### config.mk
export PLATFORM = sky130hd
export DESIGN_NAME = bitmap_first_fit_allocator
export DESIGN_NICKNAME = d
export VERILOG_FILES = /design/src/rtl/bffa_pkg.sv /design/src/rtl/bitmap_first_fit_allocator.sv /design/src/rtl/bffa_ram.sv /design/src/rtl/bffa_ctrl.sv /design/src/rtl/bffa_dp.sv
export SDC_FILE = /design/constraint.sdc
export NUM_CORES = 2
export LEC_CHECK = 0
export BUFFER_PORTS_ARGS = -buffer_cell sky130_fd_sc_hd__buf_2
export CORE_UTILIZATION = 50
export CTS_CLUSTER_DIAMETER = 200
export CTS_CLUSTER_SIZE = 30
export DETAILED_ROUTE_END_ITERATION = 10
export HOLD_SLACK_MARGIN = 0.15
export PLACE_DENSITY = 0.65
export REMOVE_ABC_BUFFERS = 1
export SETUP_SLACK_MARGIN = 0.4
export SLEW_MARGIN = 20
export SYNTH_ARGS = -nofsm -noshare
export SYNTH_HDL_FRONTEND = slang
export SYNTH_SLANG_ARGS = --single-unit
export TNS_END_PERCENT = 30
### constraint.sdc
create_clock -name aclk -period 8.68 [get_ports aclk]
set_clock_uncertainty 0.05 [all_clocks]
set_input_delay 0.868 -clock aclk [delete_from_list [all_inputs] [get_ports aclk]]
set_output_delay 0.868 -clock aclk [all_outputs]
set_load 0.02 [all_outputs]
### src/rtl/bffa_pkg.sv
package bffa_pkg;

    // map geometry
    localparam int MAP_BITS   = 1024;
    localparam int WORD_BITS  = 32;
    localparam int BIT_W      = $clog2(WORD_BITS);
    localparam int WORD_COUNT = (MAP_BITS + WORD_BITS - 1) / WORD_BITS;
    localparam int WA_W       = $clog2(WORD_COUNT);
    localparam int CAND_W     = WA_W + BIT_W;

    // field widths
    localparam int OP_W     = 3;
    localparam int IDX_W    = 10;
    localparam int STAT_W   = 2;
    localparam int LIMIT_W  = 11;
    localparam int CMP_W    = 17;
    localparam int S_DATA_W = 16;
    localparam int S_USER_W = 8;
    localparam int M_DATA_W = 16;

    localparam logic [LIMIT_W-1:0] ITEMS_RESET = LIMIT_W'(1024);

    typedef enum logic [OP_W-1:0] {
        OP_ALLOC = 3'd0,
        OP_FREE  = 3'd1,
        OP_SET   = 3'd2,
        OP_CLEAR = 3'd3,
        OP_READ  = 3'd4
    } op_t;

    typedef enum logic [STAT_W-1:0] {
        STAT_OK           = 2'd0,
        STAT_NONE_FREE    = 2'd1,
        STAT_ALREADY_FREE = 2'd2
    } status_t;

    typedef enum logic {
        S_IDLE = 1'b0,
        S_EXEC = 1'b1
    } state_t;

    typedef struct packed {
        logic accept;
        logic exec;
    } ctl_cmd_t;

    // lowest clear bit of a map word
    function automatic logic [BIT_W-1:0] find_first_zero(input logic [WORD_BITS-1:0] w);
        logic [BIT_W-1:0] pos;
        pos = '0;
        for (int i = WORD_BITS - 1; i >= 0; i--) begin
            if (!w[i]) begin
                pos = BIT_W'(i);
            end
        end
        return pos;
    endfunction

endpackage

### src/rtl/bitmap_first_fit_allocator.sv
// sequence: the exec state loads the result register; a new request is taken only in idle
// with the result register empty or being taken, as each is a read-modify-write of one map
// word in the single-port-write word ram (read at accept, write back next)
// reset: synchronous active low; per-word valid and full flags clear, so the
// whole map reads free at once with no clearing pass; items_in_use resets to 1024
module bitmap_first_fit_allocator (
    input  logic                          aclk,
    input  logic                          aresetn,
    // request channel
    input  logic                          s_tvalid,
    output logic                          s_tready,
    input  logic [bffa_pkg::S_DATA_W-1:0] s_tdata,   // [9:0] item_index
    input  logic [bffa_pkg::S_USER_W-1:0] s_tuser,   // [2:0] req_type
    // result channel
    output logic                          m_tvalid,
    input  logic                          m_tready,
    output logic [bffa_pkg::M_DATA_W-1:0] m_tdata,   // [9:0] granted_index, [11:10] status,
                                                     // [12] bit_value
    // items_in_use register write
    input  logic                          cfg_valid,
    output logic                          cfg_ready,
    input  logic [bffa_pkg::LIMIT_W-1:0]  cfg_data
);
    import bffa_pkg::*;

    ctl_cmd_t cmd;

    // controller: request/result handshake and the two-step sequence
    bffa_ctrl u_ctrl (
        .aclk    (aclk),
        .aresetn (aresetn),
        .s_tvalid(s_tvalid),
        .s_tready(s_tready),
        .m_tvalid(m_tvalid),
        .m_tready(m_tready),
        .cmd     (cmd)
    );

    // datapath: word ram, full-word summary, find-first logic, result register
    bffa_dp u_dp (
        .aclk     (aclk),
        .aresetn  (aresetn),
        .cmd      (cmd),
        .s_tdata  (s_tdata),
        .s_tuser  (s_tuser),
        .m_tdata  (m_tdata),
        .cfg_valid(cfg_valid),
        .cfg_ready(cfg_ready),
        .cfg_data (cfg_data)
    );

`ifndef SYNTHESIS
    // every accepted request is followed by a valid result
    a_result_follows: assert property (@(posedge aclk) disable iff (!aresetn)
        (s_tvalid && s_tready) |-> ##2 m_tvalid)
        else $error("result missing after accepted request");

    // the result register is empty whenever a request is being executed
    a_exec_slot_free: assert property (@(posedge aclk) disable iff (!aresetn)
        cmd.exec |-> !m_tvalid)
        else $error("result overwritten before it was taken");

    // a failed allocate never carries a granted index
    a_fail_no_grant: assert property (@(posedge aclk) disable iff (!aresetn)
        (m_tvalid && (m_tdata[11:10] == STAT_NONE_FREE)) |-> (m_tdata[9:0] == '0))
        else $error("granted index on failed allocate");
`endif

endmodule

### src/rtl/bffa_ram.sv
module bffa_ram #(
    parameter int WIDTH = 32,
    parameter int DEPTH = 32
) (
    input  logic                     aclk,
    input  logic                     we,
    input  logic [$clog2(DEPTH)-1:0] waddr,
    input  logic [WIDTH-1:0]         wdata,
    input  logic [$clog2(DEPTH)-1:0] raddr,
    output logic [WIDTH-1:0]         rdata
);

    logic [WIDTH-1:0] mem [DEPTH];
    logic [WIDTH-1:0] rdata_reg;

    always_ff @(posedge aclk) begin
        if (we) begin
            mem[waddr] <= wdata;
        end
        rdata_reg <= mem[raddr];
    end

    assign rdata = rdata_reg;

endmodule

### src/rtl/bffa_ctrl.sv
module bffa_ctrl (
    input  logic              aclk,
    input  logic              aresetn,
    input  logic              s_tvalid,
    output logic              s_tready,
    output logic              m_tvalid,
    input  logic              m_tready,
    output bffa_pkg::ctl_cmd_t cmd
);
    import bffa_pkg::*;

    state_t state_reg, state_next;
    logic   m_valid_reg, m_valid_next;

    // next state
    always_comb begin
        state_next = state_reg;
        case (state_reg)
            S_IDLE: begin
                if (cmd.accept) begin
                    state_next = S_EXEC;
                end
            end
            S_EXEC:  state_next = S_IDLE;
            default: state_next = S_IDLE;
        endcase
    end

    // outputs
    always_comb begin
        s_tready     = (state_reg == S_IDLE) && (!m_valid_reg || m_tready);
        cmd.accept   = s_tvalid && s_tready;
        cmd.exec     = (state_reg == S_EXEC);
        m_valid_next = m_valid_reg;
        if (cmd.exec) begin
            m_valid_next = 1'b1;
        end else if (m_tready) begin
            m_valid_next = 1'b0;
        end
    end

    always_ff @(posedge aclk) begin
        if (!aresetn) begin
            state_reg   <= S_IDLE;
            m_valid_reg <= 1'b0;
        end else begin
            state_reg   <= state_next;
            m_valid_reg <= m_valid_next;
        end
    end

    assign m_tvalid = m_valid_reg;

endmodule

### src/rtl/bffa_dp.sv
module bffa_dp (
    input  logic                           aclk,
    input  logic                           aresetn,
    input  bffa_pkg::ctl_cmd_t             cmd,
    input  logic [bffa_pkg::S_DATA_W-1:0]  s_tdata,
    input  logic [bffa_pkg::S_USER_W-1:0]  s_tuser,
    output logic [bffa_pkg::M_DATA_W-1:0]  m_tdata,
    input  logic                           cfg_valid,
    output logic                           cfg_ready,
    input  logic [bffa_pkg::LIMIT_W-1:0]   cfg_data
);
    import bffa_pkg::*;

    op_t                  op_reg;
    logic [IDX_W-1:0]     idx_reg;
    logic [WA_W-1:0]      wa_reg;
    logic                 any_free_reg;
    logic [LIMIT_W-1:0]   items_reg;
    logic [WORD_COUNT-1:0] valid_reg, valid_next;
    logic [WORD_COUNT-1:0] full_reg, full_next;
    logic [IDX_W-1:0]     granted_reg, granted_next;
    status_t              status_reg, status_next;
    logic                 bitval_reg, bitval_next;

    logic [WA_W-1:0]      first_open;
    logic [WA_W-1:0]      rd_addr;
    logic [WORD_BITS-1:0] ram_rdata;
    logic [WORD_BITS-1:0] word;
    logic [WORD_BITS-1:0] mask;
    logic [WORD_BITS-1:0] wdata;
    logic                 we;
    logic [BIT_W-1:0]     bit_sel;
    logic [BIT_W-1:0]     ffz;
    logic [CAND_W-1:0]    cand;
    logic [CMP_W-1:0]     limit;
    logic                 in_map;
    logic                 cur_bit;

    assign cfg_ready = 1'b1;

    // lowest word that still has a free bit
    always_comb begin
        first_open = '0;
        for (int i = WORD_COUNT - 1; i >= 0; i--) begin
            if (!full_reg[i]) begin
                first_open = WA_W'(i);
            end
        end
    end

    always_comb begin
        if (op_t'(s_tuser[OP_W-1:0]) == OP_ALLOC) begin
            rd_addr = first_open;
        end else begin
            rd_addr = WA_W'(s_tdata[IDX_W-1:0] >> BIT_W);
        end
    end

    bffa_ram #(
        .WIDTH(WORD_BITS),
        .DEPTH(WORD_COUNT)
    ) u_map (
        .aclk (aclk),
        .we   (we),
        .waddr(wa_reg),
        .wdata(wdata),
        .raddr(rd_addr),
        .rdata(ram_rdata)
    );

    always_comb begin
        word    = valid_reg[wa_reg] ? ram_rdata : '0;
        bit_sel = idx_reg[BIT_W-1:0];
        mask    = WORD_BITS'(1) << bit_sel;
        cur_bit = word[bit_sel];
        ffz     = find_first_zero(word);
        cand    = {wa_reg, ffz};
        in_map  = CMP_W'(idx_reg) < CMP_W'(MAP_BITS);
        limit   = (CMP_W'(items_reg) > CMP_W'(MAP_BITS)) ? CMP_W'(MAP_BITS)
                                                         : CMP_W'(items_reg);

        we           = 1'b0;
        wdata        = word;
        granted_next = '0;
        status_next  = STAT_OK;
        bitval_next  = 1'b0;
        case (op_reg)
            OP_ALLOC: begin
                if (any_free_reg && (CMP_W'(cand) < limit)) begin
                    we           = 1'b1;
                    wdata        = word | (WORD_BITS'(1) << ffz);
                    granted_next = IDX_W'(cand);
                end else begin
                    status_next = STAT_NONE_FREE;
                end
            end
            OP_FREE: begin
                if (in_map && cur_bit) begin
                    we    = 1'b1;
                    wdata = word & ~mask;
                end else begin
                    status_next = STAT_ALREADY_FREE;
                end
            end
            OP_SET: begin
                we    = in_map;
                wdata = word | mask;
            end
            OP_CLEAR: begin
                we    = in_map;
                wdata = word & ~mask;
            end
            OP_READ: bitval_next = in_map && cur_bit;
            default: ;
        endcase
        we = we && cmd.exec;

        valid_next = valid_reg;
        full_next  = full_reg;
        if (we) begin
            valid_next[wa_reg] = 1'b1;
            full_next[wa_reg]  = &wdata;
        end
    end

    always_ff @(posedge aclk) begin
        if (!aresetn) begin
            valid_reg <= '0;
            full_reg  <= '0;
            items_reg <= ITEMS_RESET;
        end else begin
            valid_reg <= valid_next;
            full_reg  <= full_next;
            if (cfg_valid && cfg_ready) begin
                items_reg <= cfg_data;
            end
        end
    end

    always_ff @(posedge aclk) begin
        if (cmd.accept) begin
            op_reg       <= op_t'(s_tuser[OP_W-1:0]);
            idx_reg      <= s_tdata[IDX_W-1:0];
            wa_reg       <= rd_addr;
            any_free_reg <= ~&full_reg;
        end
        if (cmd.exec) begin
            granted_reg <= granted_next;
            status_reg  <= status_next;
            bitval_reg  <= bitval_next;
        end
    end

    assign m_tdata = {{(M_DATA_W - IDX_W - STAT_W - 1){1'b0}},
                      bitval_reg, status_reg, granted_reg};

endmodule

==> impl_results.md <==
* Peak ir drop on the vdd network at about 170 uV
* Number of global-route vias before repair at roughly 24000
* Total routing resource utilization after global routing at 0.267
* Total number of placement rows at 111
* Final net count at 2578
* Number of violations of the max-capacitance limit at 0
* Worst hold path class: in2reg
* Number of buffers created by CTS at 44
* Placer congestion estimate at roughly 0.95
* Gates resized, CTS repair at 0
* Core area at approximately 90000 sq um
* Fraction of registers with async set/reset at 0
* Hold buffers post-CTS at 0
* Hold Violations, Final at 0
* Number of levels the H-tree was split into at 2
* Critical path endpoint category: flop
* Post-CTS setup buffer count at 0
* Final core utilization at 0.543
* Total vias in the final route at 24900
* Result of the run: completed
* Kind of start point of the critical path: flop
* Drt total wl at 124 mm
* Number of cells after detailed placement at about 3700
* Cell breakdown of the critical path: buf_4 > mux2i_1 > o22ai_1 > nor4_2 > mux2i_4 > nand2_1 > clkinv_1 > ha_1 > nand2b_1 > a21oi_1 > nor2_1 > nor3_1 > o311ai_1 > nand4_1 > buf_4 > nand3b_1 > a311o_1 > buf_4 > or3_1 > nor2_4 > buf_12
* First-pass GRT wire length at between 150 and 200 mm
* Number of warnings reported in the yosys synthesis log at 0
* Diodes inserted at 0
* Die width at 306 um
* DPL Wire Length at roughly 70 mm
* Fin Hold WS at 0.348 ns
* Total negative slack at 0 ns
* Count of flip-flops with a built-in enable after synthesis at around 1100
* Unrepaired setup endpoints after global routing: false
* Root Buffer Master: sky130_fd_sc_hd__clkbuf_16
* Synthesized area divided by synthesized cell count at around 18 sq um
* Clock network latency to the later pin of the worst-skew pair at 0.66 ns
* Classification of the worst setup path: reg2reg
* DR iter-0 viols at between 3000 and 4000
* Post-synth cell types at a little under 80
* Floorplan die area at ~94000 sq um
* DR pass1 iterations at 5
* Cell at the slowest stage of the critical path: sky130_fd_sc_hd__edfxtp_1
* Initial standard-cell utilization of the core at 0.504
* Register name with the most flops: u_dp.u_map.mem
* Clock transition at the registers of the reported paths at 0.12 ns
* CTS max path bufs at 3
* Top-Level Pins at just under 60
* Period utilization at 0.880
* Remaining DRCs at 0
* Chip height at about 310 um
* Clock period minus worst slack at about 7.6 ns
* Power Dens Cells at 189 nW/um^2
* Fmax at between 100 and 150 MHz
* Crit path max fanout at 25
* Share of synthesized area occupied by flip-flops and latches at 0.731
* # port buffers at 43
* Routed Antenna Nets at 0
* Area of the mapped netlist at between 40000 and 50000 sq um
* Endpoints failing setup at 0
* Worst EP arrival at about 7.9 ns
* Clock sink total at 1160
* Flop and latch count out of synthesis at ~1200
* Critical Path RT at roughly 9.0 ns
* Gr ovfl total at 0
* Most frequent CP cell: sky130_fd_sc_hd__buf_4
* CP max stage delay at 0.93 ns
* Layout cells sized above 1 at 0.198
* Wirelength per Cell at between 30 and 40 um
* Per-cell via count in the routed design at approximately 6.6
* Synthesized netlist cell count at approximately 2500
* Largest register FFs at 1024
* Pwr Total at 9410 uW
* Top_reg_cell synth: sky130_fd_sc_hd__edfxtp_1
* Final max-slew violation count at 0
* Measured slew at the worst slew-check pin at roughly 1.2 ns
* Pleak at 0.0145 uW
* Max-Slew Margin vs Limit at 0.221
* Count of placed standard cells in the final layout, fillers left out at 3752
* Largest net degree at the start of global routing at about 120
* Layout-stage area growth over the synthesis result at 7.66%
* TritonCTS clock tree: done
* Number of antenna violations at the first check in global routing at 1
-- power breakdown --
| part | total, uW | switching, uW | internal (uW) |
|---|---|---|---|
| combinational | 616 | 374 | 242 |
| clock | 2640 | 1620 | 1020 |
| sequential | 6150 | 76.8 | 6070 |
| total | 9410 | 2070 | 7340 |
-- layout make-up --
class                   instances  area [sq um]
clock buffers                  80          1280
inverters                      36           135
multi-input cells            1155         12000
fillers                      7005         41800
flip-flops and latches       1160         33700
repair buffers                133          1030
clock inverters                 2          27.5
well taps                    1186          1480
-- stage by stage --
step / worst slack, ns / cell area, sq um
global placement: 1.21 / 48400
finish: 1.04 / 49700
floorplan: -22.44 / 45600
global route: 0.782 / 49700
CTS: 1.16 / 49700
detailed placement: 1.21 / 48400
-- cell families (layout without fill, tap and decap cells) --
family,Yosys count,in the layout,synth area share
adder cells (fa/ha/maj),9,9,0.00239
flip-flops,1160,1160,0.731
AO/OA/AOI/OAI,404,404,0.0617
AND/OR/NAND/NOR,409,409,0.0454
other,2,4,0.000163
multiplexers,329,329,0.143
buffers and inverters,182,251,0.0160
-- critical path: cells and delay by family (launching register included) --
family                     cells  cell delay [ns]
and+or+nand+nor                9             3.10
adders and majority gates      1             0.36
buffers and inverters          5             1.53
muxes                          2             0.37
AOI/OAI and AO/OA              4             0.93
DFF                            1             0.93
-- placed cells by master (no fill, tap or decap), types with 15 or more instances in the layout --
master | netlist | final
sky130_fd_sc_hd__nor3_1 | 40 | 21
sky130_fd_sc_hd__nand3_1 | 26 | 26
sky130_fd_sc_hd__mux4_2 | 264 | 264
sky130_fd_sc_hd__o21a_1 | 34 | 34
sky130_fd_sc_hd__nand4_1 | 31 | 31
sky130_fd_sc_hd__buf_2 | 4 | 43
sky130_fd_sc_hd__buf_4 | 5 | 79
sky130_fd_sc_hd__inv_1 | 34 | 33
sky130_fd_sc_hd__nor3_2 | 0 | 19
sky130_fd_sc_hd__clkbuf_1 | 103 | 34
sky130_fd_sc_hd__clkbuf_16 | 0 | 46
sky130_fd_sc_hd__nand2_1 | 111 | 110
sky130_fd_sc_hd__mux2i_1 | 62 | 62
sky130_fd_sc_hd__nor2_1 | 64 | 52
sky130_fd_sc_hd__edfxtp_1 | 1051 | 1051
sky130_fd_sc_hd__nand2b_1 | 15 | 15
sky130_fd_sc_hd__nor2b_1 | 23 | 23
sky130_fd_sc_hd__and3_1 | 45 | 45
sky130_fd_sc_hd__a21oi_1 | 40 | 34
sky130_fd_sc_hd__a31oi_1 | 59 | 58
sky130_fd_sc_hd__a22oi_1 | 140 | 140
sky130_fd_sc_hd__o21ai_0 | 33 | 32
sky130_fd_sc_hd__dfxtp_1 | 109 | 109
-- per-layer routing --
| layer | GRT usage | vias to the layer above | wire [um] |
|---|---|---|---|
| met5 | 0 | - | 13 |
| met4 | 0.0559 | 2 | 2420 |
| met3 | 0.0333 | 126 | 9330 |
| met2 | 0.424 | 1115 | 59200 |
| met1 | 0.399 | 13300 | 53200 |
| li1 | - | 10400 | - |
-- worst paths after layout --
path                              startpoint                                to  slack, ns  cells past startpoint
min                               s_tdata[4]         u_dp.idx_reg[4]$_DFFE_PP_       0.35                      1
max                 u_dp.wa_reg[1]$_DFFE_PP_  u_dp.u_map.mem[14][11]$_DFFE_PP_       1.04                     21
max reg2reg         u_dp.wa_reg[1]$_DFFE_PP_  u_dp.u_map.mem[14][11]$_DFFE_PP_       1.04                     21
min reg2reg  u_dp.valid_reg[18]$_SDFFE_PN0P_   u_dp.valid_reg[18]$_SDFFE_PN0P_       0.43                      1
-- cell usage after synthesis (15+ instances only) --
cell type	number	area share
sky130_fd_sc_hd__a22oi_1	140	0.023
sky130_fd_sc_hd__o21a_1	34	0.0055
sky130_fd_sc_hd__a31oi_1	59	0.0080
sky130_fd_sc_hd__mux4_2	264	0.13
sky130_fd_sc_hd__dfxtp_1	109	0.047
sky130_fd_sc_hd__nand4_1	31	0.0042
sky130_fd_sc_hd__buf_1	30	0.0024
sky130_fd_sc_hd__o21ai_0	33	0.0036
sky130_fd_sc_hd__nor2b_1	23	0.0031
sky130_fd_sc_hd__edfxtp_1	1051	0.68
sky130_fd_sc_hd__inv_1	34	0.0028
sky130_fd_sc_hd__nor2_1	64	0.0052
sky130_fd_sc_hd__nand2_1	111	0.0090
sky130_fd_sc_hd__nor3_1	40	0.0043
sky130_fd_sc_hd__nand2b_1	15	0.0020
sky130_fd_sc_hd__nand3_1	26	0.0028
sky130_fd_sc_hd__a21oi_1	40	0.0043
sky130_fd_sc_hd__mux2i_1	62	0.013
sky130_fd_sc_hd__clkbuf_1	103	0.0084
sky130_fd_sc_hd__and3_1	45	0.0061
No activity file was read; power rests on OpenSTA's default activity.
